**config.mk**
```make
export PLATFORM = sky130hd
export DESIGN_NAME = bom_sniff_utf16le_to_utf8
export DESIGN_NICKNAME = d
export VERILOG_FILES = /design/src/design/bomsniff_pkg.sv /design/src/design/bomsniff_front.sv /design/src/design/bomsniff_queue.sv /design/src/design/bomsniff_back.sv /design/src/design/bom_sniff_utf16le_to_utf8.sv
export VERILOG_INCLUDE_DIRS = /design/src /design/src/design
export SDC_FILE = /design/constraint.sdc
export NUM_CORES = 1
export LEC_CHECK = 0
export ABC_AREA = 1
export BUFFER_PORTS_ARGS = -buffer_cell sky130_fd_sc_hd__buf_4
export CORE_MARGIN = 2
export CORE_UTILIZATION = 40
export DETAILED_ROUTE_END_ITERATION = 8
export GPL_TIMING_DRIVEN = 0
export PLACE_DENSITY = 0.55
export SLEW_MARGIN = 30
export SYNTH_ARGS = -nofsm -noshare
export SYNTH_HDL_FRONTEND = slang
export SYNTH_SLANG_ARGS = --single-unit
export TNS_END_PERCENT = 5
```
**constraint.sdc**
```tcl
create_clock -name clk -period 4.13 [get_ports clk]
set_input_delay 0.413 -clock clk [delete_from_list [all_inputs] [get_ports clk]]
set_output_delay 0.413 -clock clk [all_outputs]
set_load 0.02 [all_outputs]
```
**src/design/bom_sniff_utf16le_to_utf8_defines.svh**
```systemverilog
// ----------------------------------------------------------------------------
// Assertion macros for the BOM sniffer / UTF-16LE transcoder
// Helpers for the concurrent checks in the job queue (bomsniff_queue).
// ----------------------------------------------------------------------------
`ifndef BOM_SNIFF_UTF16LE_TO_UTF8_DEFINES_SVH
`define BOM_SNIFF_UTF16LE_TO_UTF8_DEFINES_SVH

// same-cycle implication
`define BOMSNIFF_ASSERT_NOW(label, clk, rst, ante, cons, msg) \
  label: assert property (@(posedge clk) disable iff (rst) (ante) |-> (cons)) \
    else $error(msg);

// next-cycle implication
`define BOMSNIFF_ASSERT_NEXT(label, clk, rst, ante, cons, msg) \
  label: assert property (@(posedge clk) disable iff (rst) (ante) |=> (cons)) \
    else $error(msg);

`endif

```
**src/design/bomsniff_pkg.sv**
```systemverilog
// ----------------------------------------------------------------------------
// bomsniff_pkg
// Types and constants shared by the BOM sniffer front, job queue and back.
// ----------------------------------------------------------------------------
package bomsniff_pkg;

  localparam int QUEUE_DEPTH = 4;

  localparam logic [7:0] BYTE_EF = 8'hEF;
  localparam logic [7:0] BYTE_BB = 8'hBB;
  localparam logic [7:0] BYTE_BF = 8'hBF;
  localparam logic [7:0] BYTE_FE = 8'hFE;
  localparam logic [7:0] BYTE_FF = 8'hFF;

  localparam logic [15:0] SURR_HIGH_FIRST = 16'hD800;
  localparam logic [15:0] SURR_HIGH_LAST  = 16'hDBFF;
  localparam logic [15:0] SURR_LOW_FIRST  = 16'hDC00;
  localparam logic [15:0] SURR_LOW_LAST   = 16'hDFFF;
  localparam logic [20:0] SUPP_BASE       = 21'h10000;

  typedef enum logic [2:0] {
    ERR_NONE       = 3'd0,
    ERR_BIG_ENDIAN = 3'd1,
    ERR_ODD_LENGTH = 3'd2,
    ERR_TRAIL_HIGH = 3'd3,
    ERR_BAD_PAIR   = 3'd4,
    ERR_INVALID_CP = 3'd5
  } err_code_t;

  typedef enum logic [1:0] {
    JOB_RAW,
    JOB_CP,
    JOB_MARK
  } job_kind_t;

  // RAW: data holds up to three bytes, first byte lowest; cnt is 1..3
  // CP:  data[20:0] holds a code point
  // MARK: bare end or error item
  typedef struct packed {
    job_kind_t   kind;
    logic [23:0] data;
    logic [1:0]  cnt;
    logic        last;
    err_code_t   err;
  } job_t;

endpackage

```
**src/design/bomsniff_front.sv**
```systemverilog
// ----------------------------------------------------------------------------
// bomsniff_front
// Accepts input bytes, tracks the prefix and UTF-16 state, and turns each
// byte into at most one job for the back end.
// ----------------------------------------------------------------------------
module bomsniff_front (
  input  logic                clk,
  input  logic                rst,
  input  logic                s_tvalid,
  output logic                s_tready,
  input  logic [7:0]          s_tdata,   // [7:0] in_byte
  input  logic                s_tlast,
  input  logic                q_full,
  output logic                push,
  output bomsniff_pkg::job_t  job
);
  import bomsniff_pkg::*;

  typedef enum logic [1:0] {
    PH_PREFIX,
    PH_PASS,
    PH_UTF16,
    PH_DRAIN
  } phase_t;

  phase_t      phase, phase_next;
  logic [1:0]  prefix_count, prefix_count_next;
  logic        unit_half_seen, unit_half_seen_next;
  logic        surrogate_pending, surrogate_pending_next;
  logic [7:0]  prefix_hold, prefix_hold_next;
  logic [7:0]  unit_low_hold, unit_low_hold_next;
  logic [9:0]  high_surrogate_hold, high_surrogate_hold_next;

  logic        accept;
  logic        produce;
  logic [7:0]  b;
  logic        last;
  logic [15:0] unit;
  logic        unit_is_high;
  logic        unit_is_low;
  logic [20:0] cp_pair;

  assign s_tready = !q_full;
  assign accept   = s_tvalid && s_tready;
  assign push     = accept && produce;
  assign b        = s_tdata;
  assign last     = s_tlast;

  assign unit         = {b, unit_low_hold};
  assign unit_is_high = (unit >= SURR_HIGH_FIRST) && (unit <= SURR_HIGH_LAST);
  assign unit_is_low  = (unit >= SURR_LOW_FIRST) && (unit <= SURR_LOW_LAST);
  assign cp_pair      = SUPP_BASE + {1'b0, high_surrogate_hold, unit[9:0]};

  always_comb begin
    phase_next               = phase;
    prefix_count_next        = prefix_count;
    unit_half_seen_next      = unit_half_seen;
    surrogate_pending_next   = surrogate_pending;
    prefix_hold_next         = prefix_hold;
    unit_low_hold_next       = unit_low_hold;
    high_surrogate_hold_next = high_surrogate_hold;
    produce                  = 1'b0;
    job.kind                 = JOB_RAW;
    job.data                 = '0;
    job.cnt                  = 2'd1;
    job.last                 = last;
    job.err                  = ERR_NONE;

    case (phase)
      PH_DRAIN: begin
      end
      PH_PREFIX: begin
        case (prefix_count)
          2'd0: begin
            prefix_hold_next  = b;
            prefix_count_next = 2'd1;
            if (last) begin
              produce  = 1'b1;
              job.data = {16'h0000, b};
            end
          end
          2'd1: begin
            if (prefix_hold == BYTE_EF && b == BYTE_BB && !last) begin
              prefix_count_next = 2'd2;
            end else if (prefix_hold == BYTE_FE && b == BYTE_FF) begin
              produce    = 1'b1;
              job.kind   = JOB_MARK;
              job.last   = 1'b1;
              job.err    = ERR_BIG_ENDIAN;
              phase_next = PH_DRAIN;
            end else if (prefix_hold == BYTE_FF && b == BYTE_FE) begin
              if (last) begin
                produce  = 1'b1;
                job.kind = JOB_MARK;
              end
              phase_next = PH_UTF16;
            end else begin
              produce    = 1'b1;
              job.data   = {8'h00, b, prefix_hold};
              job.cnt    = 2'd2;
              phase_next = PH_PASS;
            end
          end
          default: begin
            produce    = !(b == BYTE_BF) || last;
            phase_next = PH_PASS;
            if (b == BYTE_BF) begin
              job.kind = JOB_MARK;
            end else begin
              job.data = {b, BYTE_BB, BYTE_EF};
              job.cnt  = 2'd3;
            end
          end
        endcase
      end
      PH_PASS: begin
        produce  = 1'b1;
        job.data = {16'h0000, b};
      end
      default: begin
        if (!unit_half_seen) begin
          if (last) begin
            produce  = 1'b1;
            job.kind = JOB_MARK;
            job.err  = ERR_ODD_LENGTH;
          end else begin
            unit_low_hold_next  = b;
            unit_half_seen_next = 1'b1;
          end
        end else begin
          unit_half_seen_next = 1'b0;
          produce             = 1'b1;
          if (surrogate_pending) begin
            if (!unit_is_low) begin
              job.kind   = JOB_MARK;
              job.err    = ERR_BAD_PAIR;
              phase_next = PH_DRAIN;
            end else begin
              surrogate_pending_next = 1'b0;
              job.kind               = JOB_CP;
              job.data               = {3'b000, cp_pair};
            end
          end else if (unit_is_high) begin
            if (last) begin
              job.kind = JOB_MARK;
              job.err  = ERR_TRAIL_HIGH;
            end else begin
              produce                  = 1'b0;
              high_surrogate_hold_next = unit[9:0];
              surrogate_pending_next   = 1'b1;
            end
          end else if (unit_is_low) begin
            job.kind   = JOB_MARK;
            job.err    = ERR_INVALID_CP;
            phase_next = PH_DRAIN;
          end else begin
            job.kind = JOB_CP;
            job.data = {8'h00, unit};
          end
        end
      end
    endcase

    if (job.kind == JOB_MARK) begin
      job.last = 1'b1;
    end

    // end of stream: back to sniffing the next prefix
    if (last) begin
      phase_next             = PH_PREFIX;
      prefix_count_next      = 2'd0;
      unit_half_seen_next    = 1'b0;
      surrogate_pending_next = 1'b0;
    end
  end

  always_ff @(posedge clk) begin
    if (rst) begin
      phase             <= PH_PREFIX;
      prefix_count      <= 2'd0;
      unit_half_seen    <= 1'b0;
      surrogate_pending <= 1'b0;
    end else if (accept) begin
      phase             <= phase_next;
      prefix_count      <= prefix_count_next;
      unit_half_seen    <= unit_half_seen_next;
      surrogate_pending <= surrogate_pending_next;
    end
  end

  always_ff @(posedge clk) begin
    if (accept) begin
      prefix_hold         <= prefix_hold_next;
      unit_low_hold       <= unit_low_hold_next;
      high_surrogate_hold <= high_surrogate_hold_next;
    end
  end

endmodule

```
**src/design/bomsniff_queue.sv**
```systemverilog
// ----------------------------------------------------------------------------
// bomsniff_queue
// Small job FIFO between front and back so each side stalls on its own.
// ----------------------------------------------------------------------------
`include "bom_sniff_utf16le_to_utf8_defines.svh"

module bomsniff_queue #(
  parameter int DEPTH = bomsniff_pkg::QUEUE_DEPTH
) (
  input  logic                clk,
  input  logic                rst,
  input  logic                push,
  input  bomsniff_pkg::job_t  push_job,
  input  logic                pop,
  output bomsniff_pkg::job_t  head,
  output logic                full,
  output logic                empty
);
  import bomsniff_pkg::*;

  localparam int AW = (DEPTH > 1) ? $clog2(DEPTH) : 1;
  localparam int CW = $clog2(DEPTH + 1);
  localparam logic [AW-1:0] LAST_SLOT = AW'(DEPTH - 1);

  job_t          slots [DEPTH];
  logic [AW-1:0] wr_ptr;
  logic [AW-1:0] rd_ptr;
  logic [CW-1:0] count;

  assign full  = (count == CW'(DEPTH));
  assign empty = (count == '0);
  assign head  = slots[rd_ptr];

  always_ff @(posedge clk) begin
    if (rst) begin
      wr_ptr <= '0;
      rd_ptr <= '0;
      count  <= '0;
    end else begin
      if (push) begin
        wr_ptr <= (wr_ptr == LAST_SLOT) ? '0 : wr_ptr + AW'(1);
      end
      if (pop) begin
        rd_ptr <= (rd_ptr == LAST_SLOT) ? '0 : rd_ptr + AW'(1);
      end
      if (push && !pop) begin
        count <= count + CW'(1);
      end else if (pop && !push) begin
        count <= count - CW'(1);
      end
    end
  end

  always_ff @(posedge clk) begin
    if (push) begin
      slots[wr_ptr] <= push_job;
    end
  end

  `BOMSNIFF_ASSERT_NOW(a_no_push_full, clk, rst, push, !full, "job pushed into full queue")
  `BOMSNIFF_ASSERT_NOW(a_no_pop_empty, clk, rst, pop, !empty, "job popped from empty queue")
  `BOMSNIFF_ASSERT_NOW(a_ptrs_empty, clk, rst, empty, wr_ptr == rd_ptr, "pointers apart while empty")
  `BOMSNIFF_ASSERT_NEXT(a_count_hold, clk, rst, !push && !pop, $stable(count), "count moved idle")

endmodule

```
**src/design/bomsniff_back.sv**
```systemverilog
// ----------------------------------------------------------------------------
// bomsniff_back
// Expands one job into its UTF-8 bytes, raw bytes or end marker and sends
// them out one item per cycle while m_tready is high, from registered job state.
// ----------------------------------------------------------------------------
module bomsniff_back (
  input  logic                clk,
  input  logic                rst,
  input  bomsniff_pkg::job_t  head,
  input  logic                empty,
  output logic                pop,
  output logic                m_tvalid,
  input  logic                m_tready,
  output logic [7:0]          m_tdata,   // [7:0] out_byte
  output logic [3:0]          m_tuser,   // [0] out_valid, [3:1] error_code
  output logic                m_tlast
);
  import bomsniff_pkg::*;

  logic [7:0] cur_bytes [4];
  logic [2:0] cur_n;
  logic       cur_last;
  logic       cur_mark;
  err_code_t  cur_err;
  logic [1:0] idx;
  logic       active;

  logic [7:0] ld_bytes [4];
  logic [2:0] ld_n;
  logic       at_end;
  logic       advance;

  // UTF-8 encoding of a code point, raw bytes passed as they are, or a zero byte for a marker
  always_comb begin
    logic [20:0] cp;
    cp = head.data[20:0];
    ld_bytes[0] = head.data[7:0];
    ld_bytes[1] = head.data[15:8];
    ld_bytes[2] = head.data[23:16];
    ld_bytes[3] = 8'h00;
    ld_n        = {1'b0, head.cnt};
    case (head.kind)
      JOB_CP: begin
        if (cp <= 21'h7F) begin
          ld_bytes[0] = {1'b0, cp[6:0]};
          ld_n        = 3'd1;
        end else if (cp <= 21'h7FF) begin
          ld_bytes[0] = {3'b110, cp[10:6]};
          ld_bytes[1] = {2'b10, cp[5:0]};
          ld_n        = 3'd2;
        end else if (cp <= 21'hFFFF) begin
          ld_bytes[0] = {4'b1110, cp[15:12]};
          ld_bytes[1] = {2'b10, cp[11:6]};
          ld_bytes[2] = {2'b10, cp[5:0]};
          ld_n        = 3'd3;
        end else begin
          ld_bytes[0] = {5'b11110, cp[20:18]};
          ld_bytes[1] = {2'b10, cp[17:12]};
          ld_bytes[2] = {2'b10, cp[11:6]};
          ld_bytes[3] = {2'b10, cp[5:0]};
          ld_n        = 3'd4;
        end
      end
      JOB_MARK: begin
        ld_bytes[0] = 8'h00;
        ld_n        = 3'd1;
      end
      default: begin
      end
    endcase
  end

  assign at_end   = (({1'b0, idx} + 3'd1) == cur_n);
  assign advance  = !active || (m_tready && at_end);
  assign pop      = advance && !empty;

  assign m_tvalid = active;
  assign m_tdata  = cur_bytes[idx];
  assign m_tuser  = {cur_err, !cur_mark};
  assign m_tlast  = cur_last && at_end;

  always_ff @(posedge clk) begin
    if (rst) begin
      active <= 1'b0;
      idx    <= 2'd0;
    end else if (advance) begin
      active <= !empty;
      idx    <= 2'd0;
    end else if (m_tready) begin
      idx <= idx + 2'd1;
    end
  end

  always_ff @(posedge clk) begin
    if (pop) begin
      cur_bytes <= ld_bytes;
      cur_n     <= ld_n;
      cur_last  <= head.last;
      cur_mark  <= (head.kind == JOB_MARK);
      cur_err   <= head.err;
    end
  end

endmodule

```
**src/design/bom_sniff_utf16le_to_utf8.sv**
```systemverilog
// ----------------------------------------------------------------------------
// bom_sniff_utf16le_to_utf8
// Byte-order-mark sniffer with UTF-16LE to UTF-8 transcoding.
// ----------------------------------------------------------------------------
// The input side takes one byte per cycle and never waits on the output
// side unless the job queue (QUEUE_DEPTH jobs) is full. A pass-through byte
// leaves as one output item; in UTF-16LE mode two input bytes give one to
// three output items and a surrogate pair (four input bytes) gives four. The
// back end sends one item per cycle while m_tready is high, so the output
// item rate of the back end limits the sustained input rate in UTF-16LE
// mode, most for characters from U+0800 to U+FFFF (three output items per
// two input bytes). An error or an empty stream ends with a single item
// with out_valid low and tlast high; after an error the rest of the stream
// is dropped up to its tlast.
module bom_sniff_utf16le_to_utf8 #(
  parameter int QUEUE_DEPTH = bomsniff_pkg::QUEUE_DEPTH
) (
  input  logic       clk,
  input  logic       rst,
  input  logic       s_tvalid,
  output logic       s_tready,
  input  logic [7:0] s_tdata,   // [7:0] in_byte
  input  logic       s_tlast,   // in_last
  output logic       m_tvalid,
  input  logic       m_tready,
  output logic [7:0] m_tdata,   // [7:0] out_byte
  output logic [3:0] m_tuser,   // [0] out_valid, [3:1] error_code
  output logic       m_tlast    // out_last
);
  import bomsniff_pkg::*;

  job_t push_job;
  job_t head;
  logic push;
  logic pop;
  logic q_full;
  logic q_empty;

  bomsniff_front u_front (
    .clk      (clk),
    .rst      (rst),
    .s_tvalid (s_tvalid),
    .s_tready (s_tready),
    .s_tdata  (s_tdata),
    .s_tlast  (s_tlast),
    .q_full   (q_full),
    .push     (push),
    .job      (push_job)
  );

  bomsniff_queue #(
    .DEPTH (QUEUE_DEPTH)
  ) u_queue (
    .clk      (clk),
    .rst      (rst),
    .push     (push),
    .push_job (push_job),
    .pop      (pop),
    .head     (head),
    .full     (q_full),
    .empty    (q_empty)
  );

  bomsniff_back u_back (
    .clk      (clk),
    .rst      (rst),
    .head     (head),
    .empty    (q_empty),
    .pop      (pop),
    .m_tvalid (m_tvalid),
    .m_tready (m_tready),
    .m_tdata  (m_tdata),
    .m_tuser  (m_tuser),
    .m_tlast  (m_tlast)
  );

endmodule

```
==> reports/qor.csv <==
metric;value;unit
status;completed;
commonest non-fill, non-tap cell in the layout;nand2_1;
drt total wl;23900;µm
metal2 WL;11100;µm
Internal;5.47;mW
largest net degree at the start of global routing;33;
Clock Tree Root;clkbuf_16;
fin cells;1405;
Routed WL per cell;17.0;µm
dpl hpwl;17200;µm
Setup Skew;24.1;ps
Switch Pwr;3.31;mW
Distinct cells, synth;47;
Syn Nets;1029;
# clock sinks;211;
routed vias;7107;
final worst slack;602;ps
Layout Utilization;0.474;
clock power share;0.249;
number of I/O pins;28;
final setup vio count;0;
Max-Cap Viols;0;
Hold Startpoint;s_tdata[0];
placed insts;1361;
full die area;0.0261;mm²
Max Slew Vio Count;0;
critical setup path kind;reg2reg;
Fin Hold WS;115;ps
Post-Place Setup Slack;607;ps
fin nets;1087;
part of the cycle the worst path needs;0.854;
diodes inserted;0;
Critical Path RT;4470;ps
Remaining DRCs;0;
Resized cells post-CTS;0;
yosys warns;0;
sequential fraction of the synthesis area;0.620;
Pwr per Cell Area;762;mW/mm²
Worst slew margin;0.477;
power share of the sequential group;0.366;
Worst setup SP type;flop;
met3 wire length;989;µm
Placed Area;0.0107;mm²
Clock Path Buffers;3;
share of post-route cells with drive strength above 1;0.125;
synthesized area per cell;9.88;µm²
PortBufs;26;
Mapped Area;0.00992;mm²
f_max;283;MHz
Arr. time, crit path;3870;ps
top_reg_cell synth;edfxtp_1;
Die Height;162;µm
Pleak;4.51;nW
Worst R2R Setup Slack;600;ps
global route overflow;0;
clk slew on worst S/H paths;60;ps
first-pass GRT wire length;37600;µm
Tot Pwr;8.79;mW
final hold viol count;0;
switch share;0.377;
met1 wire length;10900;µm
GRT Resource Usage Total;0.186;
Iter 0 DRT Violations;606;
Skew-Pair Late Insertion Delay;520;ps
initial antenna violation count;0;
CTS tree;yes;
worst vdd ir;0.358;mV
DRT antenna net count;0;
number of flops mapped to enable cells by yosys;193;
FP Rows;57;
number of global-route vias before repair;6818;
Hold Path Class;in2reg;
crit path capture type;flop;
CTS buffer count;24;
CORE AREA;0.0243;mm²
Worst-Margin Slew;776;ps
most frequent cells in the layout;nand2_1 (261), edfxtp_1 (193), nor2_1 (99), nand3_1 (83), inv_1 (79);
GP Congestion;0.879;
Post-CTS Setup Inserts;0;
H-tree depth;1;
Starting Density;0.408;
setup repair after global routing missed its margin;false;
Top Layer Used;met4;
Mapped Cells;1005;
cell area after layout;0.0115;mm²
post-DR vias/cell;5.06;
CTS Hold Buffers Added;0;
drt pass-1 iters;5;
Die Wd;162;µm
setup_tns;0;ps
#FFs+latches synth;211;
min Tclk post-route;3530;ps
Worst Path Max Fanout;10;
Combinational Power Share;0.385;
P&R area growth vs syn;16.2;%
Post-synth ARST share;0;
per-layer routing:
layer / up-vias / GRT usage
met5: - / 0
met4: 0 / 0.0617
met3: 46 / 0.0257
met2: 159 / 0.308
li1: 3578 / -
met1: 3324 / 0.252
state kept, by name, indices dropped and copies added (netlist names), named ones only:
name	cells
u_queue.slots	128
u_front.phase	2
u_front.unit_low_hold	8
u_front.prefix_hold	8
u_back.idx	2
u_back.cur_last	1
u_front.high_surrogate_hold	10
u_back.cur_mark	1
u_front.surrogate_pending	1
u_back.cur_n	3
u_front.prefix_count	2
u_queue.wr_ptr	2
u_queue.count	3
u_back.m_tvalid	1
u_back.cur_bytes	31
u_front.unit_half_seen	1
u_queue.rd_ptr	2
u_back.cur_err	3
worst paths after layout:
| path | end | cells after the start |
|---|---|---|
| worst min-delay path | u_front.prefix_hold[0] | 1 |
| worst min register to register | u_front.high_surrogate_hold[3] | 0 |
| worst max-delay path | u_back.cur_n[1] | 11 |
| worst max register to register | u_back.cur_n[1] | 11 |
kinds of logic after synthesis:
family / after synthesis / share of synthesized area
flip-flops: 211 / 0.620
XOR/XNOR: 5 / 0.00441
buffers and inverters: 125 / 0.0567
AND/OR/NAND/NOR: 505 / 0.220
AO/OA/AOI/OAI: 148 / 0.0843
adder cells (fa/ha/maj): 11 / 0.0146
area by class of cell:
type	count	area, µm²
inverter	91	343
clock buffer	33	696
clock inverter	11	134
fill	2230	12800
timing repair buffer	32	333
buffer	34	220
multi-input combinational	669	3240
sequential	211	6160
tap	324	405
synthesized netlist by cell type, types with 13 or more instances:
cell        n  area share
a21oi_1    35       0.018
clkbuf_1   13      0.0049
dfxtp_1    18       0.036
edfxtp_1  193        0.58
inv_1      80       0.030
nand2_1   261       0.099
nand2_2    13      0.0082
nand3_1    83       0.042
nand4_1    17       0.011
nor2_1    104       0.039
o21ai_0    64       0.032
o22ai_1    20       0.013
power groups by stage:
stage	sequential [mW]	combinational [mW]	clock, mW
2_1_floorplan	3.24	2.28	0
3_3_place_gp	3.28	3.28	0
3_5_place_dp	3.26	3.39	0
4_1_cts	3.22	3.41	2.23
5_1_grt	3.26	3.81	2.32
6_report	3.21	3.38	2.19
worst max-delay path, stage by stage, from the launching register on:
cell      delay (ps)
dfxtp_1          390
inv_2            170
buf_2            270
clkbuf_1         450
buf_2            330
a21oi_1           70
a32oi_1          300
ha_1             240
clkinv_1         280
nor2_1           360
inv_1            210
o31ai_1          280
Power figures use the tool's default switching activity.
